<file path="config.mk">
export PLATFORM = sky130hd
export DESIGN_NAME = sha1_stream_hasher_core
export DESIGN_NICKNAME = d
export VERILOG_FILES = /design/src/rtl/core/sha1sh_pkg.sv /design/src/rtl/core/sha1sh_datapath.sv /design/src/rtl/core/sha1sh_ctrl.sv /design/src/rtl/core/sha1_stream_hasher_core.sv
export SDC_FILE = /design/constraint.sdc
export NUM_CORES = 2
export LEC_CHECK = 0
export CAP_MARGIN = 40
export CELL_PAD_IN_SITES_DETAIL_PLACEMENT = 1
export CELL_PAD_IN_SITES_GLOBAL_PLACEMENT = 1
export CORE_ASPECT_RATIO = 1.25
export CORE_UTILIZATION = 45
export DETAILED_ROUTE_END_ITERATION = 10
export DONT_BUFFER_PORTS = 1
export PLACE_DENSITY_LB_ADDON = 0.1
export SYNTH_ARGS = -nofsm -noshare
export SYNTH_HDL_FRONTEND = slang
export SYNTH_SLANG_ARGS = --single-unit
</file>
<file path="constraint.sdc">
create_clock -name aclk -period 49.9 [get_ports aclk]
set_input_delay 7.485 -clock aclk [delete_from_list [all_inputs] [get_ports aclk]]
set_output_delay 7.485 -clock aclk [all_outputs]
set_load 0.05 [all_outputs]
</file>
<file path="src/rtl/core/sha1sh_pkg.sv">
// Shared types, constants and command/status structures of the SHA-1 stream hasher.
package sha1sh_pkg;

    localparam int unsigned BLOCK_BYTES = 64;
    localparam int unsigned LENGTH_AT   = 56;
    localparam int unsigned ROUNDS      = 80;
    localparam int unsigned FILL_W      = $clog2(BLOCK_BYTES);
    localparam int unsigned ROUND_W     = $clog2(ROUNDS);
    localparam int unsigned TOTAL_W     = 61;

    localparam logic [FILL_W-1:0]  FILL_LAST  = FILL_W'(BLOCK_BYTES - 1);
    localparam logic [FILL_W-1:0]  FILL_LEN   = FILL_W'(LENGTH_AT);
    localparam logic [ROUND_W-1:0] ROUND_LAST = ROUND_W'(ROUNDS - 1);

    localparam logic [31:0] K_0 = 32'h5a827999;
    localparam logic [31:0] K_1 = 32'h6ed9eba1;
    localparam logic [31:0] K_2 = 32'h8f1bbcdc;
    localparam logic [31:0] K_3 = 32'hca62c1d6;

    localparam logic [31:0] H_INIT_0 = 32'h67452301;
    localparam logic [31:0] H_INIT_1 = 32'hefcdab89;
    localparam logic [31:0] H_INIT_2 = 32'h98badcfe;
    localparam logic [31:0] H_INIT_3 = 32'h10325476;
    localparam logic [31:0] H_INIT_4 = 32'hc3d2e1f0;

    localparam logic [7:0] PAD_MARKER = 8'h80;

    typedef struct packed {
        logic [7:0] data_byte;
        logic       byte_valid;
        logic       end_of_message;
    } in_item_t;

    typedef struct packed {
        logic [31:0] digest_word0;
        logic [31:0] digest_word1;
        logic [31:0] digest_word2;
        logic [31:0] digest_word3;
        logic [31:0] digest_word4;
    } out_item_t;

    // Source of the byte shifted into the block buffer.
    typedef enum logic [1:0] {
        SEL_INPUT  = 2'd0,
        SEL_MARKER = 2'd1,
        SEL_ZERO   = 2'd2,
        SEL_LENGTH = 2'd3
    } byte_sel_t;

    typedef struct packed {
        logic                shift_byte;
        byte_sel_t           byte_sel;
        logic                count_byte;
        logic                load_work;
        logic                round_en;
        logic [ROUND_W-1:0]  round_idx;
        logic                chain_update;
        logic                restart;
        logic                load_out;
    } dp_cmd_t;

    typedef struct packed {
        logic [FILL_W-1:0] fill;
    } dp_status_t;

endpackage

</file>
<file path="src/rtl/core/sha1sh_datapath.sv">
// Datapath of the SHA-1 hasher: block buffer, message schedule, round logic and chaining value.
module sha1sh_datapath #(
    parameter int unsigned TOTAL_W = sha1sh_pkg::TOTAL_W
) (
    input  logic                   aclk,
    input  logic                   aresetn,
    input  logic [7:0]             in_byte,
    input  sha1sh_pkg::dp_cmd_t    cmd,
    output sha1sh_pkg::dp_status_t status,
    output sha1sh_pkg::out_item_t  m_data
);

    localparam int unsigned LEN_W = TOTAL_W + 3;

    logic [511:0] buf_reg;
    logic [sha1sh_pkg::FILL_W-1:0] fill_reg;
    logic [TOTAL_W-1:0] total_reg;
    logic [31:0] h0_reg, h1_reg, h2_reg, h3_reg, h4_reg;
    logic [31:0] a_reg, b_reg, c_reg, d_reg, e_reg;
    sha1sh_pkg::out_item_t out_reg;

    logic [7:0]       byte_next;
    logic [LEN_W-1:0] len_bits;
    logic [63:0]      len_word;
    logic [31:0]      w_top, w_new, f_val, k_val, t_val;

    assign len_bits = {total_reg, 3'b000};
    assign len_word = 64'(len_bits);

    always_comb begin
        case (cmd.byte_sel)
            sha1sh_pkg::SEL_INPUT:  byte_next = in_byte;
            sha1sh_pkg::SEL_MARKER: byte_next = sha1sh_pkg::PAD_MARKER;
            sha1sh_pkg::SEL_LENGTH: byte_next = len_word[{~fill_reg[2:0], 3'b000} +: 8];
            default:                byte_next = 8'h00;
        endcase
    end

    // The buffer doubles as the sixteen-word schedule window; word 0 sits at the top.
    assign w_top = buf_reg[511:480];
    always_comb begin
        logic [31:0] x;
        x = buf_reg[511-32*13 -: 32] ^ buf_reg[511-32*8 -: 32]
          ^ buf_reg[511-32*2 -: 32] ^ buf_reg[511:480];
        w_new = {x[30:0], x[31]};
    end

    always_comb begin
        if (cmd.round_idx < sha1sh_pkg::ROUND_W'(20)) begin
            f_val = (b_reg & c_reg) | (~b_reg & d_reg);
            k_val = sha1sh_pkg::K_0;
        end else if (cmd.round_idx < sha1sh_pkg::ROUND_W'(40)) begin
            f_val = b_reg ^ c_reg ^ d_reg;
            k_val = sha1sh_pkg::K_1;
        end else if (cmd.round_idx < sha1sh_pkg::ROUND_W'(60)) begin
            f_val = (b_reg & c_reg) | (b_reg & d_reg) | (c_reg & d_reg);
            k_val = sha1sh_pkg::K_2;
        end else begin
            f_val = b_reg ^ c_reg ^ d_reg;
            k_val = sha1sh_pkg::K_3;
        end
        t_val = {a_reg[26:0], a_reg[31:27]} + f_val + e_reg + k_val + w_top;
    end

    // Control state: fill count, length and chaining value.
    always_ff @(posedge aclk) begin
        if (!aresetn) begin
            fill_reg  <= '0;
            total_reg <= '0;
            h0_reg    <= sha1sh_pkg::H_INIT_0;
            h1_reg    <= sha1sh_pkg::H_INIT_1;
            h2_reg    <= sha1sh_pkg::H_INIT_2;
            h3_reg    <= sha1sh_pkg::H_INIT_3;
            h4_reg    <= sha1sh_pkg::H_INIT_4;
        end else begin
            if (cmd.shift_byte) begin
                fill_reg <= fill_reg + 1'b1;
            end
            if (cmd.restart) begin
                total_reg <= '0;
                h0_reg    <= sha1sh_pkg::H_INIT_0;
                h1_reg    <= sha1sh_pkg::H_INIT_1;
                h2_reg    <= sha1sh_pkg::H_INIT_2;
                h3_reg    <= sha1sh_pkg::H_INIT_3;
                h4_reg    <= sha1sh_pkg::H_INIT_4;
            end else begin
                if (cmd.count_byte) begin
                    total_reg <= total_reg + 1'b1;
                end
                if (cmd.chain_update) begin
                    h0_reg <= h0_reg + a_reg;
                    h1_reg <= h1_reg + b_reg;
                    h2_reg <= h2_reg + c_reg;
                    h3_reg <= h3_reg + d_reg;
                    h4_reg <= h4_reg + e_reg;
                end
            end
        end
    end

    // Payload registers.
    always_ff @(posedge aclk) begin
        if (cmd.shift_byte) begin
            buf_reg <= {buf_reg[503:0], byte_next};
        end else if (cmd.round_en) begin
            buf_reg <= {buf_reg[479:0], w_new};
        end
        if (cmd.load_work) begin
            a_reg <= h0_reg;
            b_reg <= h1_reg;
            c_reg <= h2_reg;
            d_reg <= h3_reg;
            e_reg <= h4_reg;
        end else if (cmd.round_en) begin
            a_reg <= t_val;
            b_reg <= a_reg;
            c_reg <= {b_reg[1:0], b_reg[31:2]};
            d_reg <= c_reg;
            e_reg <= d_reg;
        end
        if (cmd.load_out) begin
            out_reg.digest_word0 <= h0_reg;
            out_reg.digest_word1 <= h1_reg;
            out_reg.digest_word2 <= h2_reg;
            out_reg.digest_word3 <= h3_reg;
            out_reg.digest_word4 <= h4_reg;
        end
    end

    assign status.fill = fill_reg;
    assign m_data      = out_reg;

endmodule

</file>
<file path="src/rtl/core/sha1sh_ctrl.sv">
// Controller of the SHA-1 hasher: input handshake, padding sequence, rounds and result transfer.
module sha1sh_ctrl (
    input  logic                   aclk,
    input  logic                   aresetn,
    input  logic                   s_valid,
    output logic                   s_ready,
    input  logic                   byte_valid,
    input  logic                   end_of_message,
    output logic                   m_valid,
    input  logic                   m_ready,
    input  sha1sh_pkg::dp_status_t status,
    output sha1sh_pkg::dp_cmd_t    cmd
);

    typedef enum logic [6:0] {
        ST_IDLE  = 7'b0000001,
        ST_MARK  = 7'b0000010,
        ST_ZERO  = 7'b0000100,
        ST_LEN   = 7'b0001000,
        ST_ROUND = 7'b0010000,
        ST_CHAIN = 7'b0100000,
        ST_OUT   = 7'b1000000
    } state_t;

    // Where the sequence resumes once a block has been compressed.
    typedef enum logic [1:0] {
        RET_IDLE = 2'd0,
        RET_MARK = 2'd1,
        RET_ZERO = 2'd2,
        RET_OUT  = 2'd3
    } ret_t;

    state_t state_reg, state_next;
    ret_t   ret_reg, ret_next;
    logic [sha1sh_pkg::ROUND_W-1:0] round_reg, round_next;
    logic   m_valid_reg, m_valid_next;
    logic   last_byte;

    assign last_byte = (status.fill == sha1sh_pkg::FILL_LAST);

    always_comb begin
        state_next = state_reg;
        ret_next   = ret_reg;
        round_next = round_reg;
        cmd        = '0;
        cmd.round_idx = round_reg;
        s_ready    = 1'b0;
        unique case (state_reg)
            ST_IDLE: begin
                s_ready = 1'b1;
                if (s_valid) begin
                    if (byte_valid) begin
                        cmd.shift_byte = 1'b1;
                        cmd.byte_sel   = sha1sh_pkg::SEL_INPUT;
                        cmd.count_byte = 1'b1;
                    end
                    if (byte_valid && last_byte) begin
                        cmd.load_work = 1'b1;
                        round_next    = '0;
                        ret_next      = end_of_message ? RET_MARK : RET_IDLE;
                        state_next    = ST_ROUND;
                    end else if (end_of_message) begin
                        state_next = ST_MARK;
                    end
                end
            end
            ST_MARK: begin
                cmd.shift_byte = 1'b1;
                cmd.byte_sel   = sha1sh_pkg::SEL_MARKER;
                if (last_byte) begin
                    cmd.load_work = 1'b1;
                    round_next    = '0;
                    ret_next      = RET_ZERO;
                    state_next    = ST_ROUND;
                end else begin
                    state_next = ST_ZERO;
                end
            end
            ST_ZERO: begin
                if (status.fill == sha1sh_pkg::FILL_LEN) begin
                    state_next = ST_LEN;
                end else begin
                    cmd.shift_byte = 1'b1;
                    cmd.byte_sel   = sha1sh_pkg::SEL_ZERO;
                    if (last_byte) begin
                        cmd.load_work = 1'b1;
                        round_next    = '0;
                        ret_next      = RET_ZERO;
                        state_next    = ST_ROUND;
                    end
                end
            end
            ST_LEN: begin
                cmd.shift_byte = 1'b1;
                cmd.byte_sel   = sha1sh_pkg::SEL_LENGTH;
                if (last_byte) begin
                    cmd.load_work = 1'b1;
                    round_next    = '0;
                    ret_next      = RET_OUT;
                    state_next    = ST_ROUND;
                end
            end
            ST_ROUND: begin
                cmd.round_en = 1'b1;
                round_next   = round_reg + 1'b1;
                if (round_reg == sha1sh_pkg::ROUND_LAST) begin
                    state_next = ST_CHAIN;
                end
            end
            ST_CHAIN: begin
                cmd.chain_update = 1'b1;
                case (ret_reg)
                    RET_IDLE: state_next = ST_IDLE;
                    RET_MARK: state_next = ST_MARK;
                    RET_ZERO: state_next = ST_ZERO;
                    default:  state_next = ST_OUT;
                endcase
            end
            ST_OUT: begin
                if (!m_valid_reg || m_ready) begin
                    cmd.load_out = 1'b1;
                    cmd.restart  = 1'b1;
                    state_next   = ST_IDLE;
                end
            end
            default: state_next = ST_IDLE;
        endcase
    end

    always_comb begin
        m_valid_next = m_valid_reg;
        if (cmd.load_out) begin
            m_valid_next = 1'b1;
        end else if (m_ready) begin
            m_valid_next = 1'b0;
        end
    end

    always_ff @(posedge aclk) begin
        if (!aresetn) begin
            state_reg   <= ST_IDLE;
            ret_reg     <= RET_IDLE;
            round_reg   <= '0;
            m_valid_reg <= 1'b0;
        end else begin
            state_reg   <= state_next;
            ret_reg     <= ret_next;
            round_reg   <= round_next;
            m_valid_reg <= m_valid_next;
        end
    end

    assign m_valid = m_valid_reg;

endmodule

</file>
<file path="src/rtl/core/sha1_stream_hasher_core.sv">
// Top level of the streaming SHA-1 hasher: controller and datapath joined by command and status.
// Throughput: one byte transfer per cycle while a block fills; each full 64-byte block then
// holds the input through 80 rounds of the single round unit and one chaining add.
// Padding: after an end-of-message transfer the controller shifts in the marker, the zero
// bytes and the length, compresses each padded block and then loads the digest into an output
// register, where it waits until it is taken.
// Reset: aresetn is synchronous and active low; it restores the initial hash words, empties the
// buffer count and length and drops the result valid. No clearing pass is needed.
module sha1_stream_hasher_core #(
    parameter int unsigned TOTAL_W = sha1sh_pkg::TOTAL_W
) (
    input  logic                  aclk,
    input  logic                  aresetn,
    input  logic                  s_valid,
    output logic                  s_ready,
    input  sha1sh_pkg::in_item_t  s_data,
    output logic                  m_valid,
    input  logic                  m_ready,
    output sha1sh_pkg::out_item_t m_data
);

    // The controller owns the handshakes and sequences padding and rounds; the datapath holds
    // the 512-bit block buffer, which also serves as the sliding message schedule window.
    sha1sh_pkg::dp_cmd_t    dp_cmd;
    sha1sh_pkg::dp_status_t dp_status;

    sha1sh_ctrl u_ctrl (
        .aclk           (aclk),
        .aresetn        (aresetn),
        .s_valid        (s_valid),
        .s_ready        (s_ready),
        .byte_valid     (s_data.byte_valid),
        .end_of_message (s_data.end_of_message),
        .m_valid        (m_valid),
        .m_ready        (m_ready),
        .status         (dp_status),
        .cmd            (dp_cmd)
    );

    // The datapath takes a new byte only on a transfer, as the controller commands it.
    sha1sh_datapath #(
        .TOTAL_W (TOTAL_W)
    ) u_datapath (
        .aclk    (aclk),
        .aresetn (aresetn),
        .in_byte (s_data.data_byte),
        .cmd     (dp_cmd),
        .status  (dp_status),
        .m_data  (m_data)
    );

endmodule

</file>
### Yosys cells after proc, flatten, opt, wreduce, memory -nomap -nowiden

Cells that the tools add are included.

| word-level totals | value |
|---|---|
| register bits | 1076 |
| input port bits | 14 |
| output and inout port bits | 162 |
| word-level logic and storage cells | 146 |

| operators by class | value |
|---|---|
| add/subtract/negate cells | 12 |
| order comparisons | 3 |
| equality and inequality tests | 21 |
| shift-type cells | 1 |
| mux-type cells | 57 |
| bitwise operators | 15 |
| reduce and logical (&&, ||, !) cells | 15 |

Operators with widths:

| kind | count |
|---|---|
| 2-to-1 mux 512 bit | 2 |
| 2-to-1 mux 32 bit | 15 |
| adder 32 bit | 9 |
| XOR 32 bit | 5 |
| AND 32 bit | 4 |
| OR 32 bit | 3 |
| 2-to-1 mux 7 bit | 11 |
| indexed part select 64 x 7 -> 8 bit | 1 |
| adder 61 x 1 -> 61 bit, second input constant | 1 |
| case mux 7 bit (7 select lines) | 1 |
| inverter 32 bit | 1 |
| 2-to-1 mux 31 bit | 1 |
| case mux 7 bit (4 select lines) | 1 |
| case mux 8 bit (3 select lines) | 1 |
| case mux 7 bit (3 select lines) | 1 |
| equality test 7 bit, second input constant | 2 |
| < comparator 7 x 6 -> 1 bit, second input constant | 2 |
| 2-to-1 mux 2 bit | 7 |
| equality test 6 bit, second input constant | 2 |
| case mux 3 bit (4 select lines) | 1 |
| 2-to-1 mux 1 bit | 10 |
| 2-to-1 mux 5 bit | 2 |
| inequality test 2 x 1 -> 1 bit, second input constant | 4 |
| case mux 2 bit (4 select lines) | 1 |
| 27 further kinds | 36 |

### Depth between registers and ports, before layout

| depth | value |
|---|---|
| depth in word-level cells | 12 |
| mapped depth | 26 |
| gate-level depth less buffers | 25 |

### Cells and area by module

Synthesis repeated with hierarchy kept, for this count alone.

| unflattened totals | value |
|---|---|
| cell total of the unflattened synthesis | 4564 |
| area total of the unflattened synthesis | 56536.7 µm² |

Modules (own cells, without submodules):

| module | times used | cells each | area each (µm²) | seq. area each (µm²) |
|---|---|---|---|---|
| sha1sh_datapath | 1 | 4418 | 55334.3 | 29528.3 |
| sha1sh_ctrl | 1 | 146 | 1202.4 | 340.3 |

### Least setup slack after synthesis

No wires, ideal clock.

| timing path | value |
|---|---|
| path kind | input -> register |
| start | in s_valid |
| end | reg u_datapath.buf_reg[0] (enable) |
| library setup time | 3.678 ns |
| arrival | 17.204 ns |
| required time | 46.222 ns |
| setup slack | 29.018 ns |
| stages | 8 |
| buffers on the path | 4 |
| cell sequence | and2_1 > nand2_4 > and3_1 > clkbuf_1 > clkbuf_1 > clkbuf_1 > clkbuf_1 > nand2_1 |

| between the ends | value |
|---|---|
| word-level cells in the longest chain between the ends | 3 |

RTL lines:

| element | RTL line | source |
|---|---|---|
| start: declaration | sha1_stream_hasher_core.sv:14 | `input logic s_valid,` |
| 2-to-1 mux 5 bit | sha1sh_ctrl.sv:51 | `if (s_valid) begin` |
| case mux 3 bit (4 select lines) | sha1sh_ctrl.sv:48 | `unique case (state_reg)` |
| nonzero test 2 bit (no source line) | n/a |  |
| end signal: assignment | sha1sh_datapath.sv:104 | `buf_reg <= {buf_reg[503:0], byte_next};` |
| end signal: assignment | sha1sh_datapath.sv:106 | `buf_reg <= {buf_reg[479:0], w_new};` |
| end: declaration | sha1sh_datapath.sv:15 | `logic [511:0] buf_reg;` |

No other way between the ends.
A chain may end at the register's enable or synchronous reset.

### Worst setup path after layout

| timing path | value |
|---|---|
| start | in s_valid |
| end | reg u_datapath.buf_reg[9] (enable) |

Same word-level chain as after synthesis.

==> flow_metrics.env <==
export IMPL_outcome="finished clean"
export IMPL_clockBufferDepth=3
export IMPL_ys_seq_area_share_pct=53.0
export IMPL_grtUsageTotal_pct=24.9
export IMPL_cpLargestDelayFamily="buffers and inverters"
export IMPL_cp_required_ns=50.24
export IMPL_r2r_end="u_datapath.a_reg[29]"
export IMPL_drtPass1Iterations=5
export IMPL_coreArea_mm2=0.124
export IMPL_cp_start_kind="primary input"
export IMPL_place_area_mm2=0.0584
export IMPL_r2r_start="u_ctrl.round_reg[3]"
export IMPL_synthMuxAreaShare_pct=0.983
export IMPL_start_util_pct=45.6
export IMPL_worst_pin_slew_ns=1.14
export IMPL_hp_class="reg2reg"
export IMPL_antenna_found_initial=1
export IMPL_grtUsageMet2_pct=44.4
export IMPL_cts_resized_gates=0
export IMPL_vias=40700
export IMPL_hold_depth=2
export IMPL_async_reset_ff_share_pct=0
export IMPL_postSynthCellCount=5776
export IMPL_synth_top_cells_by_count="nand2_1, edfxtp_1, a21oi_1"
export IMPL_grt_pass1_wl_um=246000
export IMPL_cp_end_kind="register"
export IMPL_wire_per_inst_um=21.3
export IMPL_synth_top_area_share_pct=44.3
export IMPL_power_uw=2270
export IMPL_slowest_delay_ns=0.78
export IMPL_fin_skew_ns=0.0431
export IMPL_synth_nets=6138
export IMPL_hold_violations=0
export IMPL_rows=144
export IMPL_die_h_um=398
export IMPL_hpwl_um=113000
export IMPL_grt_max_degree=185
export IMPL_synth_edf_count=832
export IMPL_drt_drc_violations_left=0
export IMPL_io_pins=176
export IMPL_synth_area_top_cells="edfxtp_1, nand2_1, dfxtp_1, ha_1, fa_1"
export IMPL_tns_ns=0
export IMPL_crit_path_max_fanout=66
export IMPL_cpMaxStageDelayCell="buf_4"
export IMPL_r2r_setup_slack_ns=42.28
export IMPL_synth_top_family_by_area="simple AND/OR/NAND/NOR gates"
export IMPL_drv_cap=0
export IMPL_overflow=0
export IMPL_dieArea_mm2=0.127
export IMPL_hold_path_end="u_ctrl.round_reg[1]"
export IMPL_clkTransAtPathRegs_ns=0.07
export IMPL_n_antenna_cell=0
export IMPL_grt_busiest_layer="met2"
export IMPL_yosys_warnings=0
export IMPL_clkLatencyLatePin_ns=0.75
export IMPL_crit_chain="and2_1 -> nand2_4 -> and3_4 -> nand2_4 -> buf_4 -> buf_4 -> buf_4"
export IMPL_worst_path_buf_inv=3
export IMPL_area_growth_synth_to_final_pct=10.5
export IMPL_p_leak_uw=0.0253
export IMPL_fin_crit_ns=10.89
export IMPL_ctsRootBufferMaster="clkbuf_16"
export IMPL_yosysMostFrequentCell="nand2_1"
export IMPL_met3_usage_pct=2.71
export IMPL_clkSinkCount=1076
export IMPL_slew_headroom_pct=24.1
export IMPL_powerDensity_mw_per_mm2=36.4
export IMPL_worst_ir_drop_vdd_mv=0.0305
export IMPL_gp_congestion=0.935
export IMPL_dr_first_iter_drc_count=2487
export IMPL_ant_nets=0
export IMPL_synth_area_per_cell_um2=9.77
export IMPL_dp_slack_ns=38.22
export IMPL_finalMaxSlewViolations=0
export IMPL_rsz0062_at_grt="no"
export IMPL_vias_per_cell=5.48
export IMPL_synth_fa_ha_area_share_pct=9.37
export IMPL_drive_above_1_share_pct=5.15
export IMPL_yosys_area_top_type="edfxtp_1"
export IMPL_cp_arrival_ns=11.23
export IMPL_cts_setup_buffers=0
export IMPL_worstSetupPathType="in2reg"
export IMPL_nets=6085
export IMPL_cts_hold_buffers=0
export IMPL_timing_final_crit_share_pct=21.8
export IMPL_grt_pass1_vias=42300
export IMPL_largest_reg_flops=512
export IMPL_num_fill_cells=13600
export IMPL_numCtsBuffers=113
export IMPL_synth_ff_type="edfxtp_1"
export IMPL_max_freq_mhz=91.8
export IMPL_routed_wl_um=158000
export IMPL_synth_compound_area_share_pct=9.22
export IMPL_setup_violations_final=0
export IMPL_timing_final_ws_setup_ns=39.01
export IMPL_yosys_area_share_simple_pct=19.8
export IMPL_synthesis_area_mm2=0.0564
export IMPL_reg2reg_depth=26
export IMPL_cts_tree="done"
export IMPL_synth_xor_area_share_pct=4.64
export IMPL_die_w_um=319
export IMPL_cts_htree_levels=3
export IMPL_path_common_cell="buf_4"
export IMPL_synth_cell_types=82
export IMPL_use_met1_pct=31.0
export IMPL_hold_start="u_ctrl.round_reg[1]"
export IMPL_ys_seq_elements=1076
export IMPL_io_buffers=0
export IMPL_postLayoutCellArea_mm2=0.0623
==> how the worst max path moves through the flow <==
stage / startpoint / to / depth (start not counted)
after floorplan: s_valid / u_datapath.buf_reg[0] / 8
after global placement: s_valid / u_datapath.a_reg[6] / 7
after detailed placement: s_valid / u_datapath.buf_reg[49] / 7
after CTS: s_valid / u_datapath.buf_reg[33] / 7
after global routing: s_valid / u_datapath.buf_reg[409] / 7
final: s_valid / u_datapath.buf_reg[9] / 7
==> worst min-delay path, stage by stage (launching register included) <==
cell and delay (ns):
dfxtp_1 0.33, nand3_1 0.07, a21oi_1 0.06
==> metal layers <==
metal | part of all wire [%] | vias to the layer above
li1 | - | 19500
met1 | 43 | 20400
met2 | 51 | 585
met3 | 2.9 | 207
met4 | 3.4 | 0
met5 | 0 | -
==> cells by family (layout without fill, tap and decap cells) <==
family                   count (synthesis)  after routing
AO/OA/AOI/OAI                          835            835
multiplexers                            39             39
adder cells (fa/ha/maj)                348            348
flip-flops                            1076           1076
XOR/XNOR                               299            299
buffers and inverters                  461            505
AND/OR/NAND/NOR                       2718           2718
==> where the power goes <==
part | internal, µW | switching [µW]
Combinational | 89.5 | 175
Sequential | 1060 | 39.5
Clock | 521 | 379
Total | 1670 | 594
==> cell type report <==
class                           count  area [µm²]  share of cell area (%)
Sequential cell                  1076       29900                    47.9
Multi-Input combinational cell   4239       24900                    40.0
Clock buffer                      137        2990                    4.80
Tap cell                         1606        2010                    3.22
Clock inverter                     75         920                    1.48
Inverter                          227         852                    1.37
Timing Repair Buffer               66         777                    1.25
==> stage by stage <==
step / cells / utilization [%] / hold slack, ns
after global routing: 7426 / 50.3 / 0.505
final: 7426 / 50.3 / 0.497
after CTS: 7426 / 50.3 / 0.498
after floorplan: 5776 / - / 0.434
after detailed placement: 7214 / 47.2 / 0.490
after global placement: 7194 / 46.8 / 0.475
==> placed cells by master, fill, tap and decap left out, types with 24 or more instances in the layout <==
cell type  synthesis  layout
and3_1            34      31
nor2_1           277     274
o21a_1            33      33
nor2b_1           59      58
nor3_1            36      36
a21oi_1          286     286
mux2i_1           25      25
a21o_1            87      87
nand2b_1          25      24
clkinv_2           0      24
xor2_1            96      96
o211ai_1          60      60
edfxtp_1         832     832
nand2_1         2087    2083
xnor2_1          203     203
fa_1             124     124
ha_1             224     224
dfxtp_1          244     244
or3_1             25      25
inv_1            226     226
nand3_1           64      62
o21ai_0          182     182
buf_4              1      47
a211oi_1          24      24
clkbuf_16          0     114
(Power assumes the default switching activity.)
